==> src/rtl/assert_macros.svh <==
// ---------------------------------------------------------------------------
// Assertion macros
// Shared concurrent assertion wrappers; they expand to nothing in synthesis.
// ---------------------------------------------------------------------------
`ifndef ASSERT_MACROS_SVH
`define ASSERT_MACROS_SVH
`ifndef SYNTHESIS
`define SRT_ASSERT(label, clk, rst_n, prop) \
	label: assert property (@(posedge clk) disable iff (!rst_n) prop) \
		else $error("segment tracker assertion failed");
`define SRT_ASSERT_NEVER(label, clk, rst_n, expr) \
	`SRT_ASSERT(label, clk, rst_n, !(expr))
`else
`define SRT_ASSERT(label, clk, rst_n, prop)
`define SRT_ASSERT_NEVER(label, clk, rst_n, expr)
`endif
`endif

==> src/rtl/srt_pkg.sv <==
// ---------------------------------------------------------------------------
// Segment reassembly tracker package
// Verdict codes, register indexes, sweep states and shared types.
// ---------------------------------------------------------------------------
package srt_pkg;

	typedef enum logic [2:0] {
		VERDICT_ACCEPT   = 3'd0,
		VERDICT_SHORT    = 3'd1,
		VERDICT_LENGTH   = 3'd2,
		VERDICT_INDEX    = 3'd3,
		VERDICT_COUNT    = 3'd4,
		VERDICT_DUP      = 3'd5,
		VERDICT_OVERFLOW = 3'd6
	} verdict_t;

	typedef enum logic {
		CLR_RUN   = 1'b0,
		CLR_SWEEP = 1'b1
	} clr_state_t;

	localparam int CFG_INDEX_W = 8;
	localparam int CFG_DATA_W  = 32;

	localparam logic [CFG_INDEX_W-1:0] REG_PAYLOAD_PER_SEGMENT = 8'd0;
	localparam logic [CFG_INDEX_W-1:0] REG_MAX_FRAME_BYTES     = 8'd1;

	localparam logic [15:0] PAYLOAD_PER_SEGMENT_RESET = 16'd1400;
	localparam logic [23:0] MAX_FRAME_BYTES_RESET     = 24'd1048576;

	// Each map entry holds the frame epoch that last set it.
	localparam int EPOCH_W = 16;
	localparam logic [EPOCH_W-1:0] EPOCH_CLEAR = '0;
	localparam logic [EPOCH_W-1:0] EPOCH_FIRST = 16'd1;
	localparam logic [EPOCH_W-1:0] EPOCH_LAST  = '1;

	typedef struct packed {
		logic [63:0] stamp;
		logic [15:0] payload;
		verdict_t    pre;
	} front_t;

endpackage

==> src/rtl/srt_front.sv <==
// ---------------------------------------------------------------------------
// Segment tracker front end
// Header sanity checks and segment offset product, registered into stage 1.
// ---------------------------------------------------------------------------
module srt_front #(
	parameter int MAX_SEGMENTS = 1024,
	parameter int HEADER_BYTES = 20,
	parameter int IW           = 10,
	parameter int CW           = 11,
	parameter int OW           = 26
) (
	input  logic                clk,
	input  logic                load,
	input  logic [63:0]         frame_stamp,
	input  logic [31:0]         segment_index,
	input  logic [31:0]         segment_total,
	input  logic [31:0]         payload_bytes,
	input  logic [15:0]         datagram_bytes,
	input  logic [15:0]         payload_per_segment,
	output srt_pkg::front_t     front_s1,
	output logic [IW-1:0]       idx_s1,
	output logic [CW-1:0]       total_s1,
	output logic [OW-1:0]       offset_s1
);

	srt_pkg::verdict_t pre;
	logic [32:0]       claimed;
	logic [OW-1:0]     offset;

	assign claimed = {1'b0, payload_bytes} + 33'(HEADER_BYTES);

	// Checks in priority order; later checks only matter if earlier ones pass.
	always_comb begin
		if (datagram_bytes < 16'(HEADER_BYTES)) begin
			pre = srt_pkg::VERDICT_SHORT;
		end else if (claimed != {17'd0, datagram_bytes}) begin
			pre = srt_pkg::VERDICT_LENGTH;
		end else if (segment_index >= 32'(MAX_SEGMENTS)) begin
			pre = srt_pkg::VERDICT_INDEX;
		end else if (segment_total > 32'(MAX_SEGMENTS)) begin
			pre = srt_pkg::VERDICT_COUNT;
		end else begin
			pre = srt_pkg::VERDICT_ACCEPT;
		end
	end

	assign offset = OW'(segment_index[IW-1:0]) * OW'(payload_per_segment);

	always_ff @(posedge clk) begin
		if (load) begin
			front_s1.stamp   <= frame_stamp;
			front_s1.payload <= payload_bytes[15:0];
			front_s1.pre     <= pre;
			idx_s1           <= segment_index[IW-1:0];
			total_s1         <= segment_total[CW-1:0];
			offset_s1        <= offset;
		end
	end

endmodule

==> config.mk <==
export PLATFORM = sky130hd
export DESIGN_NAME = srt_front
export DESIGN_NICKNAME = d
export VERILOG_FILES = /design/src/rtl/assert_macros.svh /design/src/rtl/srt_pkg.sv /design/src/rtl/srt_front.sv
export SDC_FILE = /design/constraint.sdc
export NUM_CORES = 1
export LEC_CHECK = 0
export ABC_AREA = 1
export ABC_CLOCK_PERIOD_IN_PS = 9000
export BUFFER_PORTS_ARGS = -buffer_cell sky130_fd_sc_hd__buf_4
export CELL_PAD_IN_SITES_DETAIL_PLACEMENT = 1
export CELL_PAD_IN_SITES_GLOBAL_PLACEMENT = 1
export CORE_MARGIN = 1.5
export CORE_UTILIZATION = 42
export DETAILED_ROUTE_END_ITERATION = 12
export GPL_TIMING_DRIVEN = 0
export PLACE_DENSITY_LB_ADDON = 0.1
export SLEW_MARGIN = 5
export SYNTH_ARGS = -nofsm -noshare
export SYNTH_HDL_FRONTEND = slang
export SYNTH_SLANG_ARGS = --single-unit
==> constraint.sdc <==
create_clock -name clk -period 9 [get_ports clk]
set_input_delay 1.35 -clock clk [delete_from_list [all_inputs] [get_ports clk]]
set_output_delay 1.35 -clock clk [all_outputs]
set_load 0.02 [all_outputs]
==> metrics.txt, run 1 <==
# TYPE chip_impl_metric gauge
chip_impl_metric{name="dr_total_vias",unit=""} 9520
chip_impl_metric{name="floorplan.core_area",unit="sq mm"} 0.0254
chip_impl_metric{name="first_pass_iteration_count_of_the_detailed_router",unit=""} 5
chip_impl_info{name="worstSetupEndpointType",value="register"} 1
chip_impl_metric{name="timing.max_slew.rel_slack",unit=""} 0.571
chip_impl_info{name="synth_area_leader_cell",value="sky130_fd_sc_hd__edfxtp_1"} 1
chip_impl_info{name="tritoncts",value="built"} 1
chip_impl_metric{name="crit_fanout",unit=""} 10
chip_impl_metric{name="worst-slew-pin-transition",unit="ps"} 643
chip_impl_metric{name="worst-endpoint-arrival",unit="ps"} 6910
chip_impl_metric{name="clock_tree.buffer_depth",unit=""} 2
chip_impl_info{name="run_status",value="complete, no violations"} 1
chip_impl_metric{name="io-pin-count",unit=""} 324
chip_impl_metric{name="cts.hold.buffers_added",unit=""} 0
chip_impl_metric{name="numCtsBuffers",unit=""} 17
chip_impl_metric{name="start_util",unit=""} 0.431
chip_impl_metric{name="pwr_density_cell",unit="mW/mm^2"} 265
chip_impl_metric{name="postSynthCellCount",unit=""} 1233
chip_impl_metric{name="numPortBuffers",unit=""} 307
chip_impl_metric{name="cap_violations",unit=""} 0
chip_impl_metric{name="synthesized_netlist_net_count",unit=""} 1599
chip_impl_metric{name="layout-drive-gt1-share",unit=""} 0.226
chip_impl_info{name="netlist_top_cells_area",value="sky130_fd_sc_hd__edfxtp_1, sky130_fd_sc_hd__fa_1, sky130_fd_sc_hd__nand2_1"} 1
chip_impl_metric{name="first_iter_violations",unit=""} 417
chip_impl_metric{name="post_synth.cell_area_avg",unit="sq um"} 8.88
chip_impl_metric{name="gr-total-overflow",unit=""} 0
chip_impl_metric{name="p_leak",unit="nW"} 7.43
chip_impl_metric{name="grt_start_max_net_pins",unit=""} 85
chip_impl_metric{name="clkSlewWorstSetupHoldPaths",unit="ps"} 70
chip_impl_metric{name="htreeDepth",unit=""} 4
chip_impl_metric{name="place.gp.congestion",unit=""} 0.915
chip_impl_metric{name="ant_nets",unit=""} 0
chip_impl_metric{name="yosys_warnings",unit=""} 0
chip_impl_metric{name="die_height",unit="um"} 164
chip_impl_metric{name="fmax",unit="MHz"} 149
chip_impl_info{name="unrepaired_setup_endpoints_after_global_routing",value="false"} 1
chip_impl_metric{name="design.die.area",unit="sq mm"} 0.0270
chip_impl_metric{name="fin_crit_sh",unit=""} 0.747
chip_impl_info{name="hp-class",value="in2reg"} 1
chip_impl_metric{name="yosysTopAreaCellShare",unit=""} 0.357
chip_impl_metric{name="post_cts_resized",unit=""} 0
chip_impl_info{name="setup.worst_path.start_class",value="input port"} 1
chip_impl_metric{name="cp_data_required_time",unit="ps"} 9180
chip_impl_metric{name="areaGrowthSynthToFinish",unit="%"} 30.6
chip_impl_metric{name="first_pass_grt_wire_length",unit="um"} 56600
chip_impl_metric{name="route.detailed.wl_per_inst",unit="um"} 19.6
chip_impl_metric{name="slew_violations",unit=""} 0
chip_impl_metric{name="final_util",unit=""} 0.562
chip_impl_metric{name="post_cts.repair.setup_buffers",unit=""} 0
chip_impl_metric{name="final_routed_wirelength",unit="um"} 37400
chip_impl_metric{name="irDropWorstVdd",unit="uV"} 183
chip_impl_metric{name="grt_pass1_vias",unit=""} 10300
chip_impl_metric{name="num_antenna_cells",unit=""} 0
chip_impl_info{name="critical_path_class",value="in2reg"} 1
chip_impl_metric{name="ys_seq_elements",unit=""} 130
chip_impl_metric{name="die_x",unit="um"} 164
chip_impl_metric{name="globalRouteTotalUtil",unit=""} 0.282
chip_impl_metric{name="routed_via_density",unit=""} 5.00
chip_impl_metric{name="design.final.nets",unit=""} 1926
chip_impl_metric{name="cts_sinks",unit=""} 130
chip_impl_info{name="final_common_cell",value="sky130_fd_sc_hd__nand2_1"} 1
chip_impl_info{name="clk_root_buffer_cell",value="sky130_fd_sc_hd__clkbuf_16"} 1
chip_impl_metric{name="timing.final.setup_violations",unit=""} 0
chip_impl_metric{name="synth_sequential_area_ratio",unit=""} 0.357
chip_impl_metric{name="grt_antenna_before_repair",unit=""} 0
chip_impl_metric{name="post_synth_num_cell_types",unit=""} 41
chip_impl_info{name="layout_common_cells",value="sky130_fd_sc_hd__nand2_1, sky130_fd_sc_hd__buf_4, sky130_fd_sc_hd__inv_1, sky130_fd_sc_hd__edfxtp_1, sky130_fd_sc_hd__fa_1"} 1
chip_impl_metric{name="row_count",unit=""} 58
chip_impl_metric{name="hpwl",unit="um"} 31300
chip_impl_metric{name="min_path_cells",unit=""} 1
chip_impl_metric{name="final.min_clock_period",unit="ps"} 6730
chip_impl_metric{name="num-fill-cells",unit=""} 3036
chip_impl_metric{name="timing.final.hold_violations",unit=""} 0
chip_impl_metric{name="setup_tns",unit="ps"} 0
chip_impl_metric{name="drcViolationCount",unit=""} 0
chip_impl_metric{name="syn_area",unit="sq mm"} 0.0109
## path summary, 6_finish.rpt
path                         start                 endpoint  slack (ps)
setup / recovery  segment_index[6]  offset_s1[21]$_DFFE_PP_        2270
hold / removal      frame_stamp[7]   front_s1[26]$_DFFE_PP_        1090
## worst max-delay path, cell delays in order
cell,delay (ps)
sky130_fd_sc_hd__buf_4,80
sky130_fd_sc_hd__clkbuf_1,370
sky130_fd_sc_hd__clkbuf_1,500
sky130_fd_sc_hd__nand2_1,170
sky130_fd_sc_hd__fa_1,560
sky130_fd_sc_hd__inv_1,50
sky130_fd_sc_hd__fa_1,470
sky130_fd_sc_hd__fa_1,530
sky130_fd_sc_hd__fa_1,570
sky130_fd_sc_hd__inv_1,70
sky130_fd_sc_hd__fa_1,540
sky130_fd_sc_hd__inv_1,50
sky130_fd_sc_hd__ha_1,350
sky130_fd_sc_hd__a21oi_1,170
sky130_fd_sc_hd__inv_1,80
sky130_fd_sc_hd__a31oi_1,210
sky130_fd_sc_hd__a21boi_0,380
sky130_fd_sc_hd__o21ai_1,150
sky130_fd_sc_hd__nand2_1,80
sky130_fd_sc_hd__nand2_1,50
sky130_fd_sc_hd__xor2_1,140
## flip-flops by register name (all words and copies together) (netlist names)
register   flops
offset_s1     26
total_s1      11
idx_s1        10
front_s1      83
## layout make-up
type	instances	area [sq um]	share of cell area
buffer	37	140	0.00981
clock buffer	18	429	0.0300
clock inverter	14	165	0.0116
inverter	279	1050	0.0733
multi-input combinational	787	5850	0.410
sequential	130	3900	0.273
tap	330	413	0.0289
timing repair buffer	308	2340	0.164
## per-layer routing
metal,vias up,routed length [um],track usage
met1,4725,14100,0.307
met4,0,1070,0.102
li1,4465,-,-
met5,-,0,0
met3,68,2110,0.0583
met2,262,20100,0.535
## logic make-up after synthesis
kind of cell | Yosys count | synth area share
AND/OR/NAND/NOR | 522 | 0.203
buffers and inverters | 316 | 0.109
adder cells (fa/ha/maj) | 172 | 0.272
flip-flops | 130 | 0.357
AO/OA/AOI/OAI | 56 | 0.0296
XOR/XNOR | 37 | 0.0296
## synthesized netlist by cell type (all sizes together)
library cell / n
and2: 1
o21bai: 2
or4: 3
a21boi: 2
a211oi: 2
nor3: 11
a21o: 2
o221ai: 1
a2111o: 1
fa: 110
clkinv: 1
xnor2: 18
o21a: 1
o2111ai: 1
ha: 62
a21oi: 22
clkbuf: 34
nand3: 49
nand4: 20
xor2: 19
nor3b: 1
inv: 278
nor2: 97
a31oi: 2
nand2: 321
or2: 1
o21ai: 18
nor4: 7
buf: 3
o211ai: 2
nand3b: 11
edfxtp: 130
## stage by stage
| step | total power (W) | hold WS, ps | area [sq um] | instances | setup slack, ps |
|---|---|---|---|---|---|
| finish | 0.00379 | 1090 | 14300 | 1903 | 2270 |
| global route | 0.00409 | 1070 | 14300 | 1903 | 1900 |
| CTS | 0.00382 | 1070 | 14300 | 1903 | 2210 |
| detailed placement | 0.00307 | 1530 | 13700 | 1871 | 1830 |
| global placement | 0.00300 | 1530 | 13700 | 1870 | 1890 |
| floorplan | 0.00236 | 1450 | 10900 | 1233 | 2790 |
## power by group
group	internal (W)	leakage [nW]	switching, W
Clock	0.000417	0.286	0.000303
Combinational	0.000835	5.88	0.00134
Sequential	0.000855	1.27	0.0000360
Note: power is estimated with default switching activity, not from simulation.
==> inputs of run 2 (changes only) <==
Settings changed: ABC_CLOCK_PERIOD_IN_PS 9000 to 7000, CORE_UTILIZATION 42 to 39.
Clock period 9 ns to 7 ns, I/O delays scaled along.
==> run 2 against run 1 <==
  * Hold slack worse by 280 ps
  * Critical path depth stayed put
  * Sequential share of layout area is 0.13 points lower
  * Sequential cell count stayed put
  * Combinational power is 27% higher
  * Critical path type unchanged
  * Routed wire length is 3.8% lower
  * Non-clock buffer count stayed put
  * Global-route usage is 3.0 points lower
  * Die area is 7.6% higher
  * First-iteration DRC count is 1.4% higher
==> metrics.txt, run 2 (synthesis results as in run 1) <==
# TYPE chip_impl_metric gauge
chip_impl_metric{name="timing.max_slew.rel_slack",unit=""} 0.515
chip_impl_metric{name="numCtsBuffers",unit=""} 17
chip_impl_metric{name="irDropWorstVdd",unit="uV"} 255
chip_impl_metric{name="flip_flop_count_of_the_largest_register_all_copies_and_words_added",unit=""} 83
chip_impl_metric{name="numPortBuffers",unit=""} 307
chip_impl_info{name="clk_root_buffer_cell",value="sky130_fd_sc_hd__clkbuf_16"} 1
chip_impl_metric{name="fmax",unit="MHz"} 153
chip_impl_metric{name="cts_sinks",unit=""} 130
chip_impl_metric{name="worst-slew-pin-transition",unit="ps"} 727
chip_impl_metric{name="first_pass_grt_wire_length",unit="um"} 54800
chip_impl_metric{name="final_routed_wirelength",unit="um"} 36000
chip_impl_metric{name="cp_data_required_time",unit="ps"} 7170
chip_impl_metric{name="timing.final.hold_violations",unit=""} 0
chip_impl_metric{name="row_count",unit=""} 61
chip_impl_metric{name="worst-endpoint-arrival",unit="ps"} 6680
chip_impl_info{name="hp-class",value="in2reg"} 1
chip_impl_metric{name="fin_crit_sh",unit=""} 0.931
chip_impl_metric{name="timing.final.ws_setup",unit="ps"} 480
chip_impl_metric{name="grt_start_max_net_pins",unit=""} 93
chip_impl_metric{name="floorplan.core_area",unit="sq mm"} 0.0277
chip_impl_info{name="tritoncts",value="built"} 1
chip_impl_info{name="setup.worst_path.start_class",value="input port"} 1
chip_impl_metric{name="crit_fanout",unit=""} 10
chip_impl_metric{name="grt_pass1_vias",unit=""} 10100
chip_impl_metric{name="routed_via_density",unit=""} 4.86
chip_impl_info{name="critPathSlowestCell",value="sky130_fd_sc_hd__fa_1"} 1
chip_impl_info{name="critical_path_class",value="in2reg"} 1
chip_impl_metric{name="first_pass_iteration_count_of_the_detailed_router",unit=""} 5
chip_impl_metric{name="place_worst_setup_slack",unit="ps"} 80.7
chip_impl_metric{name="layout-drive-gt1-share",unit=""} 0.226
chip_impl_info{name="critical_path.cell_chain",value="buf_4, clkbuf_1, clkbuf_1, nand2_1, fa_1, inv_1, fa_1, fa_1, fa_1, inv_1, fa_1, inv_1, ha_1, a21oi_1, inv_1, a31oi_1, a21boi_0, o21ai_1, nand2_1, nand2_1, xor2_1"} 1
chip_impl_info{name="layout_common_cells",value="sky130_fd_sc_hd__nand2_1, sky130_fd_sc_hd__buf_4, sky130_fd_sc_hd__inv_1, sky130_fd_sc_hd__edfxtp_1, sky130_fd_sc_hd__fa_1"} 1
chip_impl_info{name="min_to",value="front_s1[48]$_DFFE_PP_"} 1
chip_impl_metric{name="globalRouteTotalUtil",unit=""} 0.251
chip_impl_metric{name="internal_power",unit="W"} 0.00270
chip_impl_metric{name="timing.final.setup_violations",unit=""} 0
chip_impl_metric{name="power_frac_comb",unit=""} 0.572
chip_impl_info{name="crit_path_frequent_cell",value="sky130_fd_sc_hd__fa_1"} 1
chip_impl_metric{name="htreeDepth",unit=""} 4
chip_impl_info{name="run_status",value="complete, no violations"} 1
chip_impl_metric{name="gr-total-overflow",unit=""} 0
chip_impl_metric{name="hpwl",unit="um"} 29900
chip_impl_metric{name="io-pin-count",unit=""} 324
chip_impl_metric{name="grt_antenna_before_repair",unit=""} 1
chip_impl_metric{name="p_leak",unit="nW"} 7.44
chip_impl_info{name="largest_register",value="front_s1"} 1
chip_impl_metric{name="total_switching_power",unit="W"} 0.00211
chip_impl_metric{name="cp_num_buf_inv",unit=""} 7
chip_impl_metric{name="design.final.nets",unit=""} 1926
chip_impl_info{name="unrepaired_setup_endpoints_after_global_routing",value="false"} 1
chip_impl_metric{name="areaGrowthSynthToFinish",unit="%"} 31.2
chip_impl_info{name="biggest_regs",value="front_s1 (83), offset_s1 (26), total_s1 (11)"} 1
chip_impl_metric{name="post_cts_resized",unit=""} 0
chip_impl_metric{name="cap_violations",unit=""} 0
chip_impl_metric{name="layoutNonFillerInstCount",unit=""} 1952
chip_impl_metric{name="place.gp.congestion",unit=""} 0.872
chip_impl_info{name="final_common_cell",value="sky130_fd_sc_hd__nand2_1"} 1
chip_impl_metric{name="die_x",unit="um"} 171
chip_impl_metric{name="dr_total_vias",unit=""} 9496
chip_impl_info{name="worstSetupEndpointType",value="register"} 1
chip_impl_metric{name="final_util",unit=""} 0.518
chip_impl_metric{name="route.detailed.wl_per_inst",unit="um"} 18.4
chip_impl_metric{name="drcViolationCount",unit=""} 0
chip_impl_metric{name="pwr-share-clk",unit=""} 0.192
chip_impl_metric{name="swShare",unit=""} 0.439
chip_impl_metric{name="clkSlewWorstSetupHoldPaths",unit="ps"} 70
chip_impl_metric{name="total_power_draw",unit="W"} 0.00482
chip_impl_metric{name="first_iter_violations",unit=""} 423
chip_impl_metric{name="design.die.area",unit="sq mm"} 0.0291
chip_impl_metric{name="start_util",unit=""} 0.395
chip_impl_metric{name="critical-path-max-stage-delay",unit="ps"} 610
chip_impl_metric{name="clock_tree.buffer_depth",unit=""} 2
chip_impl_metric{name="setup_tns",unit="ps"} 0
chip_impl_metric{name="min_path_cells",unit=""} 1
chip_impl_metric{name="post_cts.repair.setup_buffers",unit=""} 0
chip_impl_info{name="worst_hold_startpoint",value="frame_stamp[29]"} 1
chip_impl_metric{name="pwr_density_cell",unit="mW/mm^2"} 336
chip_impl_info{name="worst_path_dominant_cell_family",value="adder cells"} 1
chip_impl_metric{name="slew_violations",unit=""} 0
chip_impl_metric{name="die_height",unit="um"} 171
chip_impl_metric{name="ant_nets",unit=""} 0
chip_impl_metric{name="dp.cells",unit=""} 1919
chip_impl_metric{name="final.min_clock_period",unit="ps"} 6520
chip_impl_metric{name="cts.hold.buffers_added",unit=""} 0
chip_impl_metric{name="part_of_the_total_power_dissipated_in_sequential_elements",unit=""} 0.236
-- run 2: area by class of cell --
class / instances / area, sq um
fill: 3340 / 13400
buffer: 37 / 140
clock buffer: 17 / 425
multi-input combinational: 787 / 5850
timing repair buffer: 308 / 2340
tap: 378 / 473
inverter: 279 / 1050
sequential: 130 / 3900
clock inverter: 15 / 174
antenna: 1 / 2.50
-- run 2: metrics by stage --
stage,hold WS (ps),area (sq um)
CTS,785,14400
floorplan,1150,10900
global placement,1230,13700
detailed placement,1230,13800
finish,803,14400
global route,782,14400
-- run 2: how the worst max path moves through the flow --
stage                          start                       to  slack (ps)  depth (start not counted)
floorplan           segment_index[3]  offset_s1[21]$_DFFE_PP_        1090                         21
global placement    segment_index[6]  offset_s1[21]$_DFFE_PP_         150                         21
detailed placement  segment_index[6]  offset_s1[21]$_DFFE_PP_          80                         21
CTS                 segment_index[6]  offset_s1[21]$_DFFE_PP_         480                         21
global route        segment_index[3]  offset_s1[21]$_DFFE_PP_         230                         22
finish              segment_index[6]  offset_s1[21]$_DFFE_PP_         480                         21
-- run 2: layer usage --
metal  GRT usage  routed length, um  part of all wire
met5           0                  0                 0
met4      0.0908                903             0.025
met3      0.0414               1740             0.048
met1       0.277              13600              0.38
met2       0.482              19700              0.55
-- run 2: power by group through the flow --
stage / Clock [W] / Combinational (W) / Sequential, W
floorplan: 0 / 0.00174 / 0.00130
global placement: 0 / 0.00274 / 0.00115
detailed placement: 0 / 0.00279 / 0.00115
CTS: 0.000943 / 0.00280 / 0.00114
global route: 0.000969 / 0.00309 / 0.00115
finish: 0.000924 / 0.00276 / 0.00114
